### config.mk
export PLATFORM = sky130hd
export DESIGN_NAME = integer_literal_parser
export DESIGN_NICKNAME = d
export VERILOG_FILES = /design/src/rtl/ilp_pkg.sv /design/src/rtl/integer_literal_parser.sv /design/src/rtl/ilp_in_stage.sv /design/src/rtl/ilp_parse.sv /design/src/rtl/ilp_out_stage.sv
export SDC_FILE = /design/constraint.sdc
export NUM_CORES = 1
export LEC_CHECK = 0
export ABC_AREA = 1
export BUFFER_PORTS_ARGS = -buffer_cell sky130_fd_sc_hd__buf_2
export CAP_MARGIN = 5
export CORE_MARGIN = 4
export CORE_UTILIZATION = 29
export CTS_BUF_LIST = sky130_fd_sc_hd__clkbuf_4
export CTS_CLUSTER_SIZE = 28
export DETAILED_ROUTE_END_ITERATION = 10
export GPL_ROUTABILITY_DRIVEN = 0
export PLACE_DENSITY = 0.49
export SETUP_SLACK_MARGIN = 0.3
export SLEW_MARGIN = 10
export SYNTH_ARGS = -nofsm -noshare
export SYNTH_HDL_FRONTEND = slang
export SYNTH_SLANG_ARGS = --single-unit
### constraint.sdc
create_clock -name clock -period 8.22 [get_ports clock]
set_clock_uncertainty 0.2 [all_clocks]
set_input_delay 1.644 -clock clock [delete_from_list [all_inputs] [get_ports clock]]
set_output_delay 1.644 -clock clock [all_outputs]
set_load 0.02 [all_outputs]
### src/rtl/ilp_pkg.sv
// ----------------------------------------------------------------------------
// ilp_pkg
// Types, character codes and helper functions shared by the integer literal
// parser modules.
// ----------------------------------------------------------------------------
`default_nettype none

package ilp_pkg;

   localparam int VALUE_BITS = 16;
   localparam int OUT_BITS   = 16;

   localparam logic [7:0] CH_PLUS       = 8'h2b;
   localparam logic [7:0] CH_MINUS      = 8'h2d;
   localparam logic [7:0] CH_UNDERSCORE = 8'h5f;
   localparam logic [7:0] CH_ZERO       = 8'h30;
   localparam logic [7:0] CH_NINE       = 8'h39;
   localparam logic [7:0] CH_LOWER_A    = 8'h61;
   localparam logic [7:0] CH_LOWER_F    = 8'h66;
   localparam logic [7:0] CH_UPPER_A    = 8'h41;
   localparam logic [7:0] CH_UPPER_F    = 8'h46;
   localparam logic [7:0] CH_LOWER_X    = 8'h78;
   localparam logic [7:0] CH_UPPER_X    = 8'h58;
   localparam logic [7:0] CH_LOWER_O    = 8'h6f;
   localparam logic [7:0] CH_UPPER_O    = 8'h4f;
   localparam logic [7:0] CH_LOWER_B    = 8'h62;
   localparam logic [7:0] CH_UPPER_B    = 8'h42;

   localparam logic [4:0] DIGIT_INVALID = 5'd31;

   typedef enum logic [2:0] {
      PH_START,
      PH_SIGNED,
      PH_ZERO,
      PH_PREFIX,
      PH_PREFIX_US,
      PH_DIGITS
   } phase_type;

   typedef enum logic [1:0] {
      RC_DEC,
      RC_HEX,
      RC_OCT,
      RC_BIN
   } radix_type;

   typedef struct packed {
      logic [7:0] ch;
      logic       last;
   } req_payload_type;

   typedef struct packed {
      logic [OUT_BITS-1:0] value;
      logic                ok;
   } rsp_payload_type;

   typedef struct packed {
      logic            valid;
      req_payload_type item;
   } stage_type;

   typedef struct packed {
      logic            valid;
      rsp_payload_type payload;
   } result_type;

   typedef struct packed {
      phase_type             phase;
      logic                  negative;
      radix_type             radix_code;
      logic [VALUE_BITS-1:0] accum;
      logic [1:0]            digit_count;
      logic                  all_zero;
      logic                  first_is_zero;
      logic                  underscore_pending;
      logic                  failed;
   } parse_state_type;

   function automatic parse_state_type parse_reset_value();
      parse_state_type s;
      s.phase              = PH_START;
      s.negative           = 1'b0;
      s.radix_code         = RC_DEC;
      s.accum              = '0;
      s.digit_count        = 2'd0;
      s.all_zero           = 1'b1;
      s.first_is_zero      = 1'b0;
      s.underscore_pending = 1'b0;
      s.failed             = 1'b0;
      return s;
   endfunction

   function automatic logic [4:0] digit_value(input logic [7:0] c);
      logic [4:0] d;
      if (c >= CH_ZERO && c <= CH_NINE) begin
         d = 5'(c - CH_ZERO);
      end else if (c >= CH_LOWER_A && c <= CH_LOWER_F) begin
         d = 5'(c - CH_LOWER_A) + 5'd10;
      end else if (c >= CH_UPPER_A && c <= CH_UPPER_F) begin
         d = 5'(c - CH_UPPER_A) + 5'd10;
      end else begin
         d = DIGIT_INVALID;
      end
      return d;
   endfunction

   function automatic logic [4:0] radix_of(input radix_type rc);
      logic [4:0] r;
      unique case (rc)
         RC_DEC: r = 5'd10;
         RC_HEX: r = 5'd16;
         RC_OCT: r = 5'd8;
         RC_BIN: r = 5'd2;
         default: r = 5'd10;
      endcase
      return r;
   endfunction

endpackage

`default_nettype wire

### src/rtl/integer_literal_parser.sv
// ----------------------------------------------------------------------------
// integer_literal_parser
// Parses a signed integer literal with optional 0x, 0o or 0b prefix and
// underscore separators, one character per word, and returns its value.
// ----------------------------------------------------------------------------
//   Channel   Direction   Handshake          Payload
//   req_      in          valid / stall      ch[7:0], last
//   rsp_      out         valid / stall      value[15:0], ok
//
// One character is taken per cycle while req_stall is low. A result is
// offered on rsp_ after its final character is accepted and has passed from
// the input register through the combinational update into the result
// register. Reset clears the parse state and both stages. While a result waits
// under rsp_stall, characters that produce no result keep flowing; only a
// final character stalls the input.
`default_nettype none

module integer_literal_parser (
   input  wire logic                     clock,
   input  wire logic                     reset,
   input  wire logic                     req_valid,
   output      logic                     req_stall,
   input  wire ilp_pkg::req_payload_type req_payload,
   output      logic                     rsp_valid,
   input  wire logic                     rsp_stall,
   output      ilp_pkg::rsp_payload_type rsp_payload
);
   import ilp_pkg::*;

   stage_type  stage;
   result_type result;
   logic       advance;

   assign advance = stage.valid && (!stage.item.last || !rsp_valid || !rsp_stall);

   ilp_in_stage u_in_stage (
      .clock       (clock),
      .reset       (reset),
      .req_valid   (req_valid),
      .req_payload (req_payload),
      .advance     (advance),
      .req_stall   (req_stall),
      .stage       (stage)
   );

   ilp_parse u_parse (
      .clock   (clock),
      .reset   (reset),
      .advance (advance),
      .stage   (stage),
      .result  (result)
   );

   ilp_out_stage u_out_stage (
      .clock       (clock),
      .reset       (reset),
      .result      (result),
      .rsp_stall   (rsp_stall),
      .rsp_valid   (rsp_valid),
      .rsp_payload (rsp_payload)
   );

endmodule

`default_nettype wire

### src/rtl/ilp_in_stage.sv
// ----------------------------------------------------------------------------
// ilp_in_stage
// Input register that holds one accepted character until the parser takes it.
// ----------------------------------------------------------------------------
`default_nettype none

module ilp_in_stage (
   input  wire logic                    clock,
   input  wire logic                    reset,
   input  wire logic                    req_valid,
   input  wire ilp_pkg::req_payload_type req_payload,
   input  wire logic                    advance,
   output      logic                    req_stall,
   output      ilp_pkg::stage_type      stage
);
   import ilp_pkg::*;

   logic            valid_ff;
   logic            valid_in;
   req_payload_type item_ff;
   logic            load;

   assign req_stall = valid_ff && !advance;
   assign load      = req_valid && !req_stall;
   assign valid_in  = load || (valid_ff && !advance);

   always_ff @(posedge clock) begin
      if (reset) begin
         valid_ff <= 1'b0;
      end else begin
         valid_ff <= valid_in;
      end
   end

   always_ff @(posedge clock) begin
      if (load) begin
         item_ff <= req_payload;
      end
   end

   assign stage.valid = valid_ff;
   assign stage.item  = item_ff;

endmodule

`default_nettype wire

### src/rtl/ilp_parse.sv
// ----------------------------------------------------------------------------
// ilp_parse
// Parse state registers and the per-character update, with the result
// formed on the final character of a text.
// ----------------------------------------------------------------------------
`default_nettype none

module ilp_parse (
   input  wire logic               clock,
   input  wire logic               reset,
   input  wire logic               advance,
   input  wire ilp_pkg::stage_type stage,
   output      ilp_pkg::result_type result
);
   import ilp_pkg::*;

   parse_state_type state_ff;
   parse_state_type state_in;
   parse_state_type upd;
   logic [7:0]      c;
   logic            is_last;
   logic [4:0]      d;
   logic [4:0]      radix;
   logic            prefix_hit;
   radix_type       prefix_code;
   logic [VALUE_BITS-1:0] scaled;
   logic            good;
   logic [VALUE_BITS-1:0] final_value;

   assign c       = stage.item.ch;
   assign is_last = stage.item.last;
   assign d       = digit_value(c);
   assign radix   = radix_of(state_ff.radix_code);

   always_comb begin
      prefix_hit  = 1'b1;
      prefix_code = RC_DEC;
      if (c == CH_LOWER_X || c == CH_UPPER_X) begin
         prefix_code = RC_HEX;
      end else if (c == CH_LOWER_O || c == CH_UPPER_O) begin
         prefix_code = RC_OCT;
      end else if (c == CH_LOWER_B || c == CH_UPPER_B) begin
         prefix_code = RC_BIN;
      end else begin
         prefix_hit = 1'b0;
      end
   end

   always_comb begin
      unique case (state_ff.radix_code)
         RC_DEC: scaled = (state_ff.accum << 3) + (state_ff.accum << 1);
         RC_HEX: scaled = state_ff.accum << 4;
         RC_OCT: scaled = state_ff.accum << 3;
         RC_BIN: scaled = state_ff.accum << 1;
         default: scaled = state_ff.accum;
      endcase
   end

   always_comb begin
      upd = state_ff;
      priority if (state_ff.failed) begin
         upd = state_ff;
      end else if (state_ff.phase == PH_START && (c == CH_PLUS || c == CH_MINUS)) begin
         upd.negative = (c == CH_MINUS);
         upd.phase    = PH_SIGNED;
      end else if (state_ff.phase == PH_ZERO && prefix_hit) begin
         upd.radix_code    = prefix_code;
         upd.accum         = '0;
         upd.digit_count   = 2'd0;
         upd.all_zero      = 1'b1;
         upd.first_is_zero = 1'b0;
         upd.phase         = PH_PREFIX;
      end else if (c == CH_UNDERSCORE) begin
         priority if (state_ff.phase == PH_PREFIX && !is_last) begin
            upd.phase = PH_PREFIX_US;
         end else if (state_ff.digit_count != 2'd0 && !state_ff.underscore_pending
                      && !is_last) begin
            upd.underscore_pending = 1'b1;
            upd.phase              = PH_DIGITS;
         end else begin
            upd.failed = 1'b1;
         end
      end else if (d >= radix) begin
         upd.failed = 1'b1;
      end else begin
         if (state_ff.digit_count == 2'd0) begin
            upd.first_is_zero = (d == 5'd0);
         end
         if (d != 5'd0) begin
            upd.all_zero = 1'b0;
         end
         upd.accum = scaled + VALUE_BITS'(d);
         if (state_ff.digit_count != 2'd2) begin
            upd.digit_count = state_ff.digit_count + 2'd1;
         end
         upd.underscore_pending = 1'b0;
         if ((state_ff.phase == PH_START || state_ff.phase == PH_SIGNED) && d == 5'd0) begin
            upd.phase = PH_ZERO;
         end else begin
            upd.phase = PH_DIGITS;
         end
      end
   end

   always_comb begin
      good = !upd.failed && !upd.underscore_pending && upd.digit_count != 2'd0;
      if (upd.radix_code == RC_DEC && upd.digit_count == 2'd2 && !upd.all_zero
          && upd.first_is_zero) begin
         good = 1'b0;
      end
      final_value = '0;
      if (good) begin
         final_value = upd.negative ? (VALUE_BITS'(0) - upd.accum) : upd.accum;
      end
   end

   always_comb begin
      state_in = state_ff;
      if (advance) begin
         state_in = is_last ? parse_reset_value() : upd;
      end
   end

   always_ff @(posedge clock) begin
      if (reset) begin
         state_ff <= parse_reset_value();
      end else begin
         state_ff <= state_in;
      end
   end

   assign result.valid         = advance && is_last;
   assign result.payload.value = OUT_BITS'(final_value);
   assign result.payload.ok    = good;

endmodule

`default_nettype wire

### src/rtl/ilp_out_stage.sv
// ----------------------------------------------------------------------------
// ilp_out_stage
// Result register that holds a finished result until the receiver takes it.
// ----------------------------------------------------------------------------
`default_nettype none

module ilp_out_stage (
   input  wire logic                 clock,
   input  wire logic                 reset,
   input  wire ilp_pkg::result_type  result,
   input  wire logic                 rsp_stall,
   output      logic                 rsp_valid,
   output      ilp_pkg::rsp_payload_type rsp_payload
);
   import ilp_pkg::*;

   logic            valid_ff;
   logic            valid_in;
   rsp_payload_type payload_ff;

   assign valid_in = result.valid || (valid_ff && rsp_stall);

   always_ff @(posedge clock) begin
      if (reset) begin
         valid_ff <= 1'b0;
      end else begin
         valid_ff <= valid_in;
      end
   end

   always_ff @(posedge clock) begin
      if (result.valid) begin
         payload_ff <= result.payload;
      end
   end

   assign rsp_valid   = valid_ff;
   assign rsp_payload = payload_ff;

endmodule

`default_nettype wire

==> results.py <==
metrics = {
    "pwr": {
        "peakVddDrop_mv": 0.07163,
        "p_leak_nw": 2.410,
        "power.total_uw": 528.1,
        "power_density_mw_per_mm2": 99.21,
    },
    "logic_synthesis": {
        "seq_area_frac_synth_pct": 28.37,
        "postSynthCellCount": 764,
        "postSynthAreaPerCell_um2": 6.372,
        "synthTopCellsByCount": "nand2_1 (234), inv_1 (107), nand3_1 (68)",
        "synth_cell_types": 46,
        "async_flop_share_pct": 0,
        "syn_area_mm2": 0.004868,
        "mappedNetlistNets": 806,
        "synth_top_area_share_pct": 18.04,
        "synth_area_leaders": "nand2_1 (18%), edfxtp_1 (16%), dfxtp_1 (12%), inv_1 (8.2%), ha_1 (7.2%)",
        "synth_edf_count": 26,
        "synth.most_common_cell": "nand2_1",
        "ys_ff_latch": 56,
        "yosysWarnings": 0,
        "synth_ff_type": "dfxtp_1",
        "yosys.area.top_type": "nand2_1",
    },
    "setup_path": {
        "crit_path_start_kind": "register",
        "crit_path_start": "u_parse.state_ff[23]$_SDFFE_PP0P_",
        "worstPathArrival_ps": 4330,
        "required_ps": 8190,
        "r2r_start": "u_parse.state_ff[23]$_SDFFE_PP0P_",
        "rr_endpoint": "u_out_stage.rsp_payload[15]$_SDFFCE_PN0P_",
        "end_kind": "register",
        "critical_path.max_fanout": 20,
        "r2r_cells": 23,
        "crit_end": "u_out_stage.rsp_payload[15]$_SDFFCE_PN0P_",
        "path_class": "reg2reg",
        "reg2reg_setup_slack_ps": 3860,
    },
    "worst_hold_path": {
        "hold_class": "reg2reg",
    },
    "clocking": {
        "post_cts_resized": 0,
        "cts_hold_buf": 0,
        "post-cts-setup-buffers": 0,
        "numCtsBuffers": 5,
        "clkSinkCount": 56,
        "cts_tree": "yes",
        "cts_root_buf": "clkbuf_4",
        "insertion_delay_ps": 390,
        "clkTransAtPathRegs_ps": 170,
        "htree_levels": 2,
        "cts.path.max_buffers": 2,
    },
    "sta": {
        "timing.setup.tns_ps": 0,
        "holdWs_ps": 275.4,
        "finalSetupViolCount": 0,
        "rsz0062_at_grt": "false",
        "fmax_ghz": 0.2295,
        "hold_violations": 0,
        "slew_viol_final": 0,
        "period_share_pct": 53.00,
        "period_minus_slack_ps": 4357,
        "maxSlewHeadroom_pct": 32.51,
        "tightestPinTransition_ps": 1010,
    },
    "die": {
        "rows": 47,
        "dieWidth_um": 137.6,
        "io_pins": 32,
        "dieArea_mm2": 0.01892,
        "initial_utilization_pct": 29.46,
        "dieHeight_um": 137.6,
        "core_area_mm2": 0.01652,
    },
    "route": {
        "drtIter0Drc": 335,
        "avgViaCountPerCell": 4.709,
        "ant_nets": 0,
        "wl_per_cell_um": 13.16,
        "vias": 4761,
        "routed_wl_um": 13310,
        "firstDrtPassIters": 4,
        "drc": 0,
    },
    "final_layout": {
        "multi_input_area_mm2": 0.002989,
        "diodes": 0,
        "regArea_mm2": 0.001381,
        "fin_nets": 832,
        "fillers": 1824,
        "stdcell_count": 1011,
        "area_delta_synth_final_pct": 9.329,
        "drive_gt1_share_pct": 10.24,
        "design_area_mm2": 0.005323,
    },
    "grt": {
        "grt_max_degree": 29,
        "antenna_found_initial": 0,
        "grt_pass1_vias": 4675,
        "track_usage_pct": 14.80,
        "grt_pass1_wl_um": 22600,
        "overflow": 0,
    },
    "placed_design": {
        "hpwlAfterDp_um": 10620,
        "place_area_mm2": 0.005248,
        "dp_cells": 1003,
        "place.port_buffers": 31,
    },
    "outcome": {
        "status": "complete, no violations",
    },
    "run": {
        "cap_viol_max_count": 0,
    },
}
layout make-up:
| class | instances | share of cell area [%] |
|---|---|---|
| flip-flops and latches | 56 | 25.95 |
| well taps | 220 | 5.172 |
| multi-input cells | 578 | 56.16 |
| inverters | 117 | 8.251 |
| clock buffers | 5 | 0.7052 |
| clock inverters | 3 | 0.7052 |
| repair buffers | 32 | 3.056 |
placed cells by master, fill, tap and decap left out, drive strengths merged:
cell,instances
a2111oi,1
a21oi,67
o21bai,3
o21ai,34
nand3,72
nand3b,4
edfxtp,26
a31o,2
xnor2,3
a31oi,2
inv,116
o221a,1
buf,32
o221ai,4
fa,1
dfxtp,30
clkinv,3
o2111ai,3
o21a,2
o211ai,6
nor4,2
a21boi,1
clkbuf,5
a22o,1
nor2,63
a211oi,2
bufinv,1
or2,4
a22oi,1
nand4,10
nor3,5
mux2i,1
a221oi,1
xor2,4
nand2,250
ha,28
routing by layer:
metal / up-vias / wire length, um / GRT usage [%]
met5: - / 0 / 0
met4: 0 / 166 / 4.102
met3: 12 / 301 / 2.009
met2: 52 / 6353 / 25.11
met1: 2145 / 6486 / 19.66
li1: 2552 / - / -
registers in the layout (all words and copies together), names as in the netlist:
name and cells:
u_parse.state_ff 28, u_in_stage.valid_ff 1, u_in_stage.stage 9, u_out_stage.rsp_payload 17, u_out_stage.rsp_valid 1
critical path: stages (launching register included):
cell      delay [ps]
dfxtp_1          370
inv_1            130
ha_1             660
clkinv_1         440
a21oi_1          360
nand2_1          130
nand2_1          130
inv_1             70
ha_1             190
inv_1             60
nand2_2           70
nand2_1           60
o21ai_0          120
or2_1            230
nand3_1           60
o21ai_0          160
nor2_1           130
nand3_1          120
nor2_2           140
nand2_1           80
nand2_2           80
nand3_1           80
nand2_1           60
nor2_1            30
worst min path at each step:
stage                                            from                                end  slack [ps]  depth (start not counted)
floorplan            u_parse.state_ff[3]$_SDFFE_PP1P_   u_parse.state_ff[3]$_SDFFE_PP1P_         240                          2
global placement    u_parse.state_ff[24]$_SDFFE_PP0P_  u_parse.state_ff[24]$_SDFFE_PP0P_         260                          2
detailed placement   u_parse.state_ff[3]$_SDFFE_PP1P_   u_parse.state_ff[3]$_SDFFE_PP1P_         250                          2
CTS                 u_parse.state_ff[21]$_SDFFE_PP0P_  u_parse.state_ff[21]$_SDFFE_PP0P_         280                          2
global route        u_parse.state_ff[24]$_SDFFE_PP0P_  u_parse.state_ff[24]$_SDFFE_PP0P_         290                          2
finish              u_parse.state_ff[24]$_SDFFE_PP0P_  u_parse.state_ff[24]$_SDFFE_PP0P_         280                          2
cells by family after synthesis:
family                   Yosys count  synth area share [%]
AND/OR/NAND/NOR                  410                 36.83
XOR/XNOR                           7                 1.259
multiplexers                       1                0.2056
AO/OA/AOI/OAI                    131                 15.50
buffers and inverters            130                 10.23
adder cells (fa/ha/maj)           29                 7.607
flip-flops                        56                 28.37
per-stage QoR:
step / setup slack (ps) / utilization [%]
3_5_place_dp: 3858 / 31.76
2_1_floorplan: 4373 / -
6_report: 3863 / 32.21
5_1_grt: 3275 / 32.21
3_3_place_gp: 3935 / 31.76
4_1_cts: 3850 / 32.21
power breakdown:
part | total [mW] | internal (mW) | switching [mW]
logic | 0.0717 | 0.0209 | 0.0508
clock network | 0.152 | 0.0623 | 0.0902
registers | 0.304 | 0.299 | 0.00515
total | 0.528 | 0.382 | 0.146
(Power assumes the default switching activity.)
